**config.mk**
```make
export PLATFORM = sky130hd
export DESIGN_NAME = per_source_request_rate_limiter_top_flat
export DESIGN_NICKNAME = d
export VERILOG_FILES = /design/src/hw/rtl/psrl_pkg.sv /design/src/hw/rtl/psrl_req_if.sv /design/src/hw/rtl/psrl_vrd_if.sv /design/src/hw/rtl/psrl_slot_ram.sv /design/src/hw/rtl/psrl_judge.sv /design/src/hw/rtl/per_source_request_rate_limiter_top.sv /design/src/flat_wrapper.sv
export SDC_FILE = /design/constraint.sdc
export NUM_CORES = 2
export LEC_CHECK = 0
export BUFFER_PORTS_ARGS = -buffer_cell sky130_fd_sc_hd__buf_2
export CORE_UTILIZATION = 30
export DETAILED_ROUTE_END_ITERATION = 16
export RECOVER_POWER = 100
export SETUP_SLACK_MARGIN = 0.2
export SYNTH_ARGS = -nofsm -noshare
export SYNTH_HDL_FRONTEND = slang
export SYNTH_MEMORY_MAX_BITS = 65536
export SYNTH_SLANG_ARGS = --single-unit
```
**constraint.sdc**
```tcl
create_clock -name clk -period 12.5 [get_ports clk]
set_input_delay 0 -clock clk [delete_from_list [all_inputs] [get_ports clk]]
set_output_delay 0 -clock clk [all_outputs]
set_load 0.02 [all_outputs]
```
**src/hw/rtl/psrl_pkg.sv**
```systemverilog
`timescale 1ns / 1ps
// ----------------------------------------------------------------------------
// psrl_pkg
// Shared types and constants of the per-source request rate limiter.
// ----------------------------------------------------------------------------
package psrl_pkg;

	localparam int SLOT_COUNT = 64;
	localparam int SLOT_W     = $clog2(SLOT_COUNT);
	localparam int ADDR_W     = 32;
	localparam int TIME_W     = 32;
	localparam int MS_W       = 16;
	localparam int CNT_W      = 6;
	localparam int CFG_IDX_W  = 2;
	localparam int CFG_DATA_W = 16;

	localparam logic [1:0] VERDICT_GOOD     = 2'd0;
	localparam logic [1:0] VERDICT_BAD      = 2'd1;
	localparam logic [1:0] VERDICT_TERRIBLE = 2'd2;

	localparam logic [CFG_IDX_W-1:0] CFG_WINDOW  = 2'd0;
	localparam logic [CFG_IDX_W-1:0] CFG_PENALTY = 2'd1;
	localparam logic [CFG_IDX_W-1:0] CFG_BAD     = 2'd2;
	localparam logic [CFG_IDX_W-1:0] CFG_BLOCK   = 2'd3;

	localparam logic [MS_W-1:0]  WINDOW_RST  = 16'd2048;
	localparam logic [MS_W-1:0]  PENALTY_RST = 16'd8192;
	localparam logic [CNT_W-1:0] BAD_RST     = 6'd16;
	localparam logic [CNT_W-1:0] BLOCK_RST   = 6'd32;

	typedef struct packed {
		logic [ADDR_W-1:0] owner;
		logic [TIME_W-1:0] start;
		logic [CNT_W-1:0]  count;
	} slot_t;

	localparam int SLOT_DATA_W = $bits(slot_t);

	typedef struct packed {
		logic [MS_W-1:0]  window_ms;
		logic [MS_W-1:0]  penalty_ms;
		logic [CNT_W-1:0] bad_limit;
		logic [CNT_W-1:0] block_limit;
	} cfg_t;

endpackage

```
**src/hw/rtl/psrl_req_if.sv**
```systemverilog
`timescale 1ns / 1ps
// ----------------------------------------------------------------------------
// psrl_req_if
// Request channel: source address and current millisecond time.
// ----------------------------------------------------------------------------
interface psrl_req_if;
	logic                          valid;
	logic                          ready;
	logic [psrl_pkg::ADDR_W-1:0]   source_addr;
	logic [psrl_pkg::TIME_W-1:0]   now_ms;

	modport source (output valid, output source_addr, output now_ms, input ready);
	modport sink   (input valid, input source_addr, input now_ms, output ready);
endinterface

```
**src/hw/rtl/psrl_vrd_if.sv**
```systemverilog
`timescale 1ns / 1ps
// ----------------------------------------------------------------------------
// psrl_vrd_if
// Verdict channel: one verdict word per request.
// ----------------------------------------------------------------------------
interface psrl_vrd_if;
	logic       valid;
	logic       ready;
	logic [1:0] verdict;

	modport source (output valid, output verdict, input ready);
	modport sink   (input valid, input verdict, output ready);
endinterface

```
**src/hw/rtl/psrl_slot_ram.sv**
```systemverilog
`timescale 1ns / 1ps
// ----------------------------------------------------------------------------
// psrl_slot_ram
// Simple dual-port RAM, one write and one registered read port.
// ----------------------------------------------------------------------------
module psrl_slot_ram #(
	parameter int DATA_W = 70,
	parameter int DEPTH  = 64,
	parameter int IDX_W  = $clog2(DEPTH)
) (
	input  logic              clk,
	input  logic              we,
	input  logic [IDX_W-1:0]  waddr,
	input  logic [DATA_W-1:0] wdata,
	input  logic              re,
	input  logic [IDX_W-1:0]  raddr,
	output logic [DATA_W-1:0] rdata
);

	logic [DATA_W-1:0] mem [DEPTH];

	always_ff @(posedge clk) begin
		if (we) begin
			mem[waddr] <= wdata;
		end
	end

	// hold read data while no read is issued
	always_ff @(posedge clk) begin
		if (re) begin
			rdata <= mem[raddr];
		end
	end

endmodule

```
**src/hw/rtl/psrl_judge.sv**
```systemverilog
`timescale 1ns / 1ps
// ----------------------------------------------------------------------------
// psrl_judge
// Slot update and verdict for one request against the current slot entry.
// ----------------------------------------------------------------------------
module psrl_judge (
	input  psrl_pkg::cfg_t                cfg,
	input  logic [psrl_pkg::ADDR_W-1:0]   source_addr,
	input  logic [psrl_pkg::TIME_W-1:0]   now_ms,
	input  psrl_pkg::slot_t               cur,
	output psrl_pkg::slot_t               nxt,
	output logic [1:0]                    verdict
);

	logic [psrl_pkg::TIME_W-1:0]  diff;
	logic                         expired;
	logic [psrl_pkg::CNT_W:0]     cnt_inc;

	assign diff = now_ms - cur.start;
	// negative difference never expires
	assign expired = !diff[psrl_pkg::TIME_W-1]
		&& ((diff[psrl_pkg::TIME_W-2:psrl_pkg::MS_W] != '0)
		|| (diff[psrl_pkg::MS_W-1:0] > cfg.window_ms));
	assign cnt_inc = {1'b0, cur.count} + 1'b1;

	always_comb begin
		nxt     = cur;
		verdict = psrl_pkg::VERDICT_GOOD;
		if (cur.owner != source_addr) begin
			nxt.owner = source_addr;
			nxt.start = now_ms;
			nxt.count = '0;
		end else if (expired) begin
			nxt.start = now_ms;
			nxt.count = '0;
		end else if (cnt_inc > {1'b0, cfg.block_limit}) begin
			nxt.count = cfg.block_limit;
			nxt.start = now_ms + {{(psrl_pkg::TIME_W-psrl_pkg::MS_W){1'b0}}, cfg.penalty_ms};
			verdict   = psrl_pkg::VERDICT_TERRIBLE;
		end else if (cnt_inc > {1'b0, cfg.bad_limit}) begin
			nxt.count = cnt_inc[psrl_pkg::CNT_W-1:0];
			nxt.start = now_ms;
			verdict   = psrl_pkg::VERDICT_BAD;
		end else begin
			nxt.count = cnt_inc[psrl_pkg::CNT_W-1:0];
		end
	end

endmodule

```
**src/hw/rtl/per_source_request_rate_limiter_top.sv**
```systemverilog
`timescale 1ns / 1ps
// ----------------------------------------------------------------------------
// per_source_request_rate_limiter_top
// Direct-mapped per-source request counter giving a good/bad/terrible verdict.
// ----------------------------------------------------------------------------
// One request word is taken per cycle and its verdict is loaded into the
// output register as the request leaves the judge stage. Slot state (owner,
// window start, count) lives in a 64-entry RAM with a registered read; the
// request is judged in the cycle after the read and written back as it
// leaves that stage, and the last written entry is forwarded to a following
// request to the same slot, so back-to-back hits on one slot keep the full
// rate. Throughput drops only when the verdict side stalls. Reset clears the
// table at once through one valid flag per slot, so there is no clearing pass.
module per_source_request_rate_limiter_top (
	input  logic                              clk,
	input  logic                              arst_n,
	psrl_req_if.sink                          req,
	psrl_vrd_if.source                        vrd,
	input  logic                              cfg_we,
	input  logic [psrl_pkg::CFG_IDX_W-1:0]    cfg_idx,
	input  logic [psrl_pkg::CFG_DATA_W-1:0]   cfg_wdata
);

	psrl_pkg::cfg_t                 cfg_q;

	logic                           acc;
	logic                           vld_s1;
	logic                           adv_s1;
	logic [psrl_pkg::ADDR_W-1:0]    addr_s1;
	logic [psrl_pkg::TIME_W-1:0]    now_s1;
	logic                           rd_vld_s1;
	logic [psrl_pkg::SLOT_W-1:0]    slot_s1;
	logic [psrl_pkg::SLOT_W-1:0]    req_slot;

	logic [psrl_pkg::SLOT_COUNT-1:0] entry_vld_q;
	logic                           fwd_vld_q;
	logic [psrl_pkg::SLOT_W-1:0]    fwd_slot_q;
	psrl_pkg::slot_t                fwd_data_q;

	logic [psrl_pkg::SLOT_DATA_W-1:0] rdata;
	psrl_pkg::slot_t                cur;
	psrl_pkg::slot_t                nxt;
	logic [1:0]                     verdict;

	logic                           out_vld_q;
	logic [1:0]                     verdict_q;

	// configuration
	always_ff @(posedge clk or negedge arst_n) begin
		if (!arst_n) begin
			cfg_q.window_ms   <= psrl_pkg::WINDOW_RST;
			cfg_q.penalty_ms  <= psrl_pkg::PENALTY_RST;
			cfg_q.bad_limit   <= psrl_pkg::BAD_RST;
			cfg_q.block_limit <= psrl_pkg::BLOCK_RST;
		end else if (cfg_we) begin
			case (cfg_idx)
				psrl_pkg::CFG_WINDOW:  cfg_q.window_ms   <= cfg_wdata;
				psrl_pkg::CFG_PENALTY: cfg_q.penalty_ms  <= cfg_wdata;
				psrl_pkg::CFG_BAD:     cfg_q.bad_limit   <= cfg_wdata[psrl_pkg::CNT_W-1:0];
				psrl_pkg::CFG_BLOCK:   cfg_q.block_limit <= cfg_wdata[psrl_pkg::CNT_W-1:0];
				default: ;
			endcase
		end
	end

	// handshake
	assign adv_s1    = vld_s1 && (!out_vld_q || vrd.ready);
	assign req.ready = !vld_s1 || adv_s1;
	assign acc       = req.valid && req.ready;
	assign req_slot  = req.source_addr[psrl_pkg::SLOT_W-1:0];
	assign slot_s1   = addr_s1[psrl_pkg::SLOT_W-1:0];

	always_ff @(posedge clk or negedge arst_n) begin
		if (!arst_n) begin
			vld_s1 <= 1'b0;
		end else if (acc) begin
			vld_s1 <= 1'b1;
		end else if (adv_s1) begin
			vld_s1 <= 1'b0;
		end
	end

	always_ff @(posedge clk) begin
		if (acc) begin
			addr_s1   <= req.source_addr;
			now_s1    <= req.now_ms;
			rd_vld_s1 <= entry_vld_q[req_slot];
		end
	end

	psrl_slot_ram #(
		.DATA_W (psrl_pkg::SLOT_DATA_W),
		.DEPTH  (psrl_pkg::SLOT_COUNT)
	) u_ram (
		.clk   (clk),
		.we    (adv_s1),
		.waddr (slot_s1),
		.wdata (nxt),
		.re    (acc),
		.raddr (req_slot),
		.rdata (rdata)
	);

	// the last write is the newest copy of its slot; never-written slots read zero
	always_comb begin
		if (fwd_vld_q && (fwd_slot_q == slot_s1)) begin
			cur = fwd_data_q;
		end else if (rd_vld_s1) begin
			cur = psrl_pkg::slot_t'(rdata);
		end else begin
			cur = '0;
		end
	end

	psrl_judge u_judge (
		.cfg         (cfg_q),
		.source_addr (addr_s1),
		.now_ms      (now_s1),
		.cur         (cur),
		.nxt         (nxt),
		.verdict     (verdict)
	);

	always_ff @(posedge clk or negedge arst_n) begin
		if (!arst_n) begin
			entry_vld_q <= '0;
			fwd_vld_q   <= 1'b0;
		end else if (adv_s1) begin
			entry_vld_q[slot_s1] <= 1'b1;
			fwd_vld_q            <= 1'b1;
		end
	end

	always_ff @(posedge clk) begin
		if (adv_s1) begin
			fwd_slot_q <= slot_s1;
			fwd_data_q <= nxt;
		end
	end

	// output register
	always_ff @(posedge clk or negedge arst_n) begin
		if (!arst_n) begin
			out_vld_q <= 1'b0;
		end else if (adv_s1) begin
			out_vld_q <= 1'b1;
		end else if (vrd.ready) begin
			out_vld_q <= 1'b0;
		end
	end

	always_ff @(posedge clk) begin
		if (adv_s1) begin
			verdict_q <= verdict;
		end
	end

	assign vrd.valid   = out_vld_q;
	assign vrd.verdict = verdict_q;

	a_no_code3: assert property (@(posedge clk) disable iff (!arst_n)
		out_vld_q |-> (verdict_q != 2'd3))
		else $error("verdict code 3 presented");

	a_no_accept_on_stall: assert property (@(posedge clk) disable iff (!arst_n)
		(vld_s1 && !adv_s1) |-> !acc)
		else $error("request taken while judge stage stalled");

	a_slot_marked: assert property (@(posedge clk) disable iff (!arst_n)
		adv_s1 |=> (entry_vld_q[fwd_slot_q] && fwd_vld_q))
		else $error("written slot not marked valid");

	a_stall_holds: assert property (@(posedge clk) disable iff (!arst_n)
		(vld_s1 && !adv_s1) |=> (vld_s1 && $stable(addr_s1) && $stable(now_s1)))
		else $error("stalled request changed");

endmodule

```
**src/flat_wrapper.sv**
```systemverilog
// flat-port wrapper written by rule: the top's interface ports become plain ports
module per_source_request_rate_limiter_top_flat 
  (clk, arst_n, cfg_we, cfg_idx, cfg_wdata, req_valid, req_source_addr, req_now_ms, req_ready, vrd_valid, vrd_verdict, vrd_ready);
  psrl_req_if req_i ();
  psrl_vrd_if vrd_i ();
  input  logic clk;
  input  logic arst_n;
  input  logic cfg_we;
  input  logic [psrl_pkg::CFG_IDX_W-1:0] cfg_idx;
  input  logic [psrl_pkg::CFG_DATA_W-1:0] cfg_wdata;
  input wire logic [$bits(req_i.valid)-1:0] req_valid;
  input wire logic [$bits(req_i.source_addr)-1:0] req_source_addr;
  input wire logic [$bits(req_i.now_ms)-1:0] req_now_ms;
  output wire logic [$bits(req_i.ready)-1:0] req_ready;
  output wire logic [$bits(vrd_i.valid)-1:0] vrd_valid;
  output wire logic [$bits(vrd_i.verdict)-1:0] vrd_verdict;
  input wire logic [$bits(vrd_i.ready)-1:0] vrd_ready;
  assign req_i.valid = req_valid;
  assign req_i.source_addr = req_source_addr;
  assign req_i.now_ms = req_now_ms;
  assign req_ready = req_i.ready;
  assign vrd_valid = vrd_i.valid;
  assign vrd_verdict = vrd_i.verdict;
  assign vrd_i.ready = vrd_ready;
  per_source_request_rate_limiter_top u_core (.clk(clk), .arst_n(arst_n), .req(req_i), .vrd(vrd_i), .cfg_we(cfg_we), .cfg_idx(cfg_idx), .cfg_wdata(cfg_wdata));
endmodule
```
After elaboration in Yosys (flattened, before gate mapping)
Memories as Yosys holds them, arrays and structs flattened. A register that Yosys moved wholly into a read port is not among the register bits.
Cells that the tools add are included.
{"block": "classes", "n_lt_le_gt_ge": 6, "muxes": 19, "n_eq_ne": 5, "reduce_logical": 21, "n_bitwise": 1, "add_sub_neg": 3}
{"operator": "2-to-1 mux 70 bit", "count": 2}
{"operator": "2-to-1 mux 38 bit", "count": 3}
{"operator": "2-to-1 mux 32 bit", "count": 2}
{"operator": "bitwise OR 64 bit", "count": 1}
{"operator": "adder 32 x 16 -> 32 bit", "count": 1}
{"operator": "!= test 32 bit", "count": 1}
{"operator": "subtractor 32 bit", "count": 1}
{"operator": "> comparator 16 bit", "count": 1}
{"operator": "nonzero test 15 bit", "count": 1}
{"operator": "> comparator 7 x 6 -> 1 bit", "count": 2}
{"operator": "less-than comparator 6 x 7 -> 1 bit (second input constant)", "count": 2}
{"operator": "2-to-1 mux 1 bit", "count": 9}
{"operator": "AND reduction 2 bit", "count": 4}
{"operator": "adder 6 x 1 -> 7 bit (second input constant)", "count": 1}
{"operator": "binary-select mux 1 bit (select 6 bit)", "count": 1}
{"operator": "demux 1 bit (select 6 bit)", "count": 1}
{"operator": "equality test 6 bit", "count": 1}
{"operator": "greater-or-equal comparator 6 x 1 -> 1 bit (second input constant)", "count": 1}
{"operator": "logical AND 1 bit", "count": 5}
{"operator": "equality test 2 bit (second input constant)", "count": 2}
{"operator": "nonzero test 2 bit", "count": 2}
{"operator": "logical NOT 1 bit", "count": 3}
{"operator": "logical OR 1 bit", "count": 3}
{"operator": "OR reduction 3 bit", "count": 1}
{"operator": "other kinds (4)", "count": 4}
{"block": "totals", "input_bits": 87, "ramBits": 4480, "out_inout_bits": 4, "n_memories": 1, "regBits": 254}
{"name": "u_core.u_ram.mem", "depth": 64, "word_bits": 70, "read_ports": 1, "rd_ports_with_merged_regs": 1, "write_ports": 1, "line": "psrl_slot_ram.sv:20", "source": "logic [DATA_W-1:0] mem [DEPTH];"}

Depth between registers and ports, before layout
{"block": "logic_depth", "word_depth": 9, "mapped_depth": 36, "depth_no_buf": 28}

By module
A second synthesis with hierarchy kept.
{"block": "unflattened", "cells_unflattened": 8848, "area_unflattened_um2": 187378.5}
{"mod": "psrl_slot_ram", "area_each_um2": 172153.9, "cells_each": 7411, "n_inst": 1}
{"mod": "per_source_request_rate_limiter_top", "area_each_um2": 10319.9, "cells_each": 691, "n_inst": 1}
{"mod": "psrl_judge", "area_each_um2": 4904.7, "cells_each": 746, "n_inst": 1}

Least setup slack after synthesis
No wires, ideal clock.
{"block": "synth_path", "kind": "register to register", "start": "register u_core.addr_s1[0] (netlist bit)", "end": "register u_core.fwd_data_q[26] (netlist bit), data pin", "path_stages_with_launch": 36, "n_path_buf": 7, "setup_slack_ps": 2725, "arrival_time_ps": 9203, "setup_ps": 572, "cell_sequence": "edfxtp_1 xnor2_2 nand4_4 nor2_2 clkbuf_1 buf_1 clkbuf_1 clkbuf_1 nand2_1 nand2_1 ha_1 inv_1 ha_1 nor4_1 o41ai_4 a21boi_0 o21ai_2 o21a_2 a21oi_2 xnor2_1 ha_1 nand2_1 nor4_1 nand3_1 a221o_1 nor4_1 nand3_1 a2111oi_0 and4b_1 nand4_1 or4_1 buf_2 a21o_1 buf_6 buf_6 o221ai_1"}
{"element": "start, declared", "line": "per_source_request_rate_limiter_top.sv:29", "source": "logic [psrl_pkg::ADDR_W-1:0] addr_s1;"}
{"element": "start signal, assigned", "line": "per_source_request_rate_limiter_top.sv:85", "source": "addr_s1 <= req.source_addr;"}
{"element": "end signal, assigned", "line": "per_source_request_rate_limiter_top.sv:137", "source": "fwd_data_q <= nxt;"}
{"element": "end, declared", "line": "per_source_request_rate_limiter_top.sv:38", "source": "psrl_pkg::slot_t fwd_data_q;"}

Final worst setup path
{"block": "layout_path", "start": "register u_core.addr_s1[0] (netlist bit)", "end": "memory u_core.u_ram.mem[25][52], enable pin"}
{"element": "end, declared", "line": "psrl_slot_ram.sv:20"}
Straight into the memory's write port.

==> out/qor.csv <==
metric,value,unit
run status,"complete, but fails checks",
failing checks,"DRC, capacitance limit, slew limit",
final WL,566,mm
Synth area leader,edfxtp_1,
fin cells,17160,
nets,8613,
Reg2Reg Depth,6,
met1 wire length,222,mm
metal2 WL,265,mm
Chip Height,791,µm
crit path launch,u_core.addr_s1[0],
number of vias per cell,5.41,
combinational share of power,7.0,%
cts bufs inserted,459,
Yosys cell types,91,
crit end category,flop,
all-layer global routing usage,17.5,%
WL met3,60.9,mm
Synth top area share,75.5,%
row cnt,289,
DRC viols,45,
setup TNS,0,ps
Max Cap Viol,264,
WL/cell,33.0,µm
DR iter-0 viols,15900,
hold crit path type,in2reg,
Worst VDD drop,138,µV
worst-skew pair later-pin latency,1080,ps
syn nets,8039,
final critical-path share of the clock period,93.5,%
total power,34.5,mW
Peak Freq,85.6,MHz
total die area,625000,µm²
initial antenna violation count,39,
CTS root buffer,clkbuf_16,
WHS,165,ps
post-placement cell count,16106,
synthesized cell area,187000,µm²
first-pass GRT wire length,765,mm
# IOs,91,
Pint,26.8,mW
RR Startpoint,u_core.addr_s1[0],
Final HPWL DP,288,mm
most numerous cell in the Yosys netlist,edfxtp_1,
setup skew after layout,165,ps
startpoint types,flop,
"Slew Viols, Final",8410,
P_sw,7.73,mW
Post-Route Utilization,34.6,%
"Hold Vio Cnt, Final",0,
Sw Share,22.4,%
"FF+latch count, synth",4804,
RSZ-0062 raised after global routing,false,
ys flop type,edfxtp_1,
Syn Area/Cell,23.7,µm²
clk sinks,4804,
"Req. time, crit path",13080,ps
gpl congestion,0.858,
FF-to-FF End,u_core.u_ram.mem[25][52],
postcts setup bufs,0,
Die Wd,791,µm
r2r setup slk,810,ps
Filler cells,56673,
Final ANT Viol Nets,0,
"Clk pin slew, worst setup/hold paths",60,ps
worst slew pin tran,8100,ps
CP Max Fanout,69,
power density over the cells,161,nW/µm²
LEAKAGE,66.4,nW
commonest cells in the netlist,"edfxtp_1, mux4_2, clkbuf_1",
final setup violation count,0,
Relative slew margins,-440,%
total grt overflow,0,
CP arrival,12270,ps
critical path class,reg2reg,
Initial Utilization,30.1,%
sequential power share,52.6,%
CTS H-tree lvls,5,
hold path depth,3,
Area Growth Syn to Fin,14.8,%
CTS tree,built,
Placeable Area,619000,µm²
vias in the first global route,91547,
Clock power frac,40.4,%
post-synthesis sequential area ratio,77.0,%
Synth warnings,0,
Critical Path End,u_core.u_ram.mem[25][52],
Area contributors post-synth,"edfxtp_1, mux4_2, dfrtp_1",
asr flop ratio synth,2.31,%
fraction of layout cells with a size suffix above 1,27.8,%
Longest Clk Path Bufs,4,
Pre-antenna DRT Iters,14,
Period minus WS final,11690,ps
vias,92791,
Mapped Cells,7879,
Buffers on Ports,90,
Post-synth EDFFs,4693,
top routing layer in use,met5,
largest net degree at the start of global routing,160,
==> sequential cells by signal, indices dropped and copies added (netlist names) <==
signal / flops
u_core.fwd_vld_q: 1
u_core.rd_vld_s1: 1
u_core.now_s1: 32
u_core.cfg_q: 44
u_core.vrd.valid: 1
u_core.u_ram.rdata: 70
u_core.fwd_slot_q: 6
u_core.vrd.verdict: 2
u_core.entry_vld_q: 64
u_core.fwd_data_q: 70
u_core.addr_s1: 32
u_core.vld_s1: 1
u_core.u_ram.mem: 4480
==> per-layer routing <==
metal	up-vias	track usage, %
li1	35042	-
met1	50893	24.7
met2	5881	27.9
met3	967	3.19
met4	8	4.75
met5	-	0
==> cell usage in the layout, fill, tap and decap left out, types with 22 or more instances in the layout <==
master,synthesis,layout
nand3_1,30,31
inv_1,62,61
mux2_2,29,29
clkinv_2,0,85
clkinv_1,0,96
nor3_1,22,22
nor2_1,118,103
clkbuf_2,1,23
and3_1,81,81
dfrtp_1,107,107
bufinv_16,0,39
edfxtp_1,4693,4693
ha_1,72,72
clkbuf_1,320,331
buf_4,5,35
clkbuf_16,0,466
a21oi_1,136,137
mux4_2,1491,1491
buf_2,2,66
xnor2_1,50,51
nand2_1,101,100
dlygate4sd3_1,0,174
or2_2,69,69
a21o_1,27,27
o21ai_0,56,56
==> cell type report <==
type / count / area [µm²] / share of cell area [%]
Antenna cell: 15 / 37.5 / 0.0175
Clock buffer: 582 / 12300 / 5.73
Clock inverter: 278 / 2740 / 1.28
Inverter: 62 / 234 / 0.109
Multi-Input combinational cell: 2579 / 41100 / 19.2
Sequential cell: 4804 / 144000 / 67.1
Tap cell: 8293 / 10400 / 4.85
Timing Repair Buffer: 547 / 3650 / 1.71
==> through the flow <==
step | cell area, µm² | setup slack (ps)
floorplan | 187000 | 2730
global placement | 199000 | 2170
detailed placement | 199000 | 2190
CTS | 216000 | 2140
global route | 214000 | 794
finish | 214000 | 812
==> cells by family after synthesis <==
kind of cell               Yosys count  synth area share (%)
DFF                               4804                  77.0
muxes                             1524                  18.2
and+or+nand+nor                    534                  1.51
buffers and inverters              496                  1.04
AOI/OAI and AO/OA                  374                  1.36
adders and majority gates           75                 0.504
xor gates and xnor gates            72                 0.356
==> timing repair <==
action,in CTS,in global routing
hold endpoints to repair,300,0
hold buffers,175,0
gates resized for setup,0,0
==> worst min path at each step <==
stage,endpoint,from
floorplan,u_core.cfg_q[0],arst_n
global placement,u_core.cfg_q[11],arst_n
detailed placement,u_core.cfg_q[11],arst_n
CTS,u_core.addr_s1[10],req_valid
global route,u_core.u_ram.rdata[38],req_source_addr[2]
finish,u_core.u_ram.rdata[38],req_source_addr[2]
==> power by group through the flow <==
stage / registers [mW] / logic, mW / clock network, mW
after global routing: 18.1 / 2.55 / 14.7
after CTS: 18.1 / 2.39 / 14.1
after global placement: 18.4 / 2.29 / 0
after detailed placement: 18.4 / 2.33 / 0
after floorplan: 18.4 / 1.51 / 0
final: 18.1 / 2.41 / 13.9
==> worst max-delay path, cell delays in order, from the launching register on <==
cell and delay, ps:
edfxtp_1 400, clkbuf_1 2620, and3_1 910, nand2_1 390, nor2_1 2500, clkbuf_1 3160, buf_4 1140
Power figures use the tool's default switching activity.
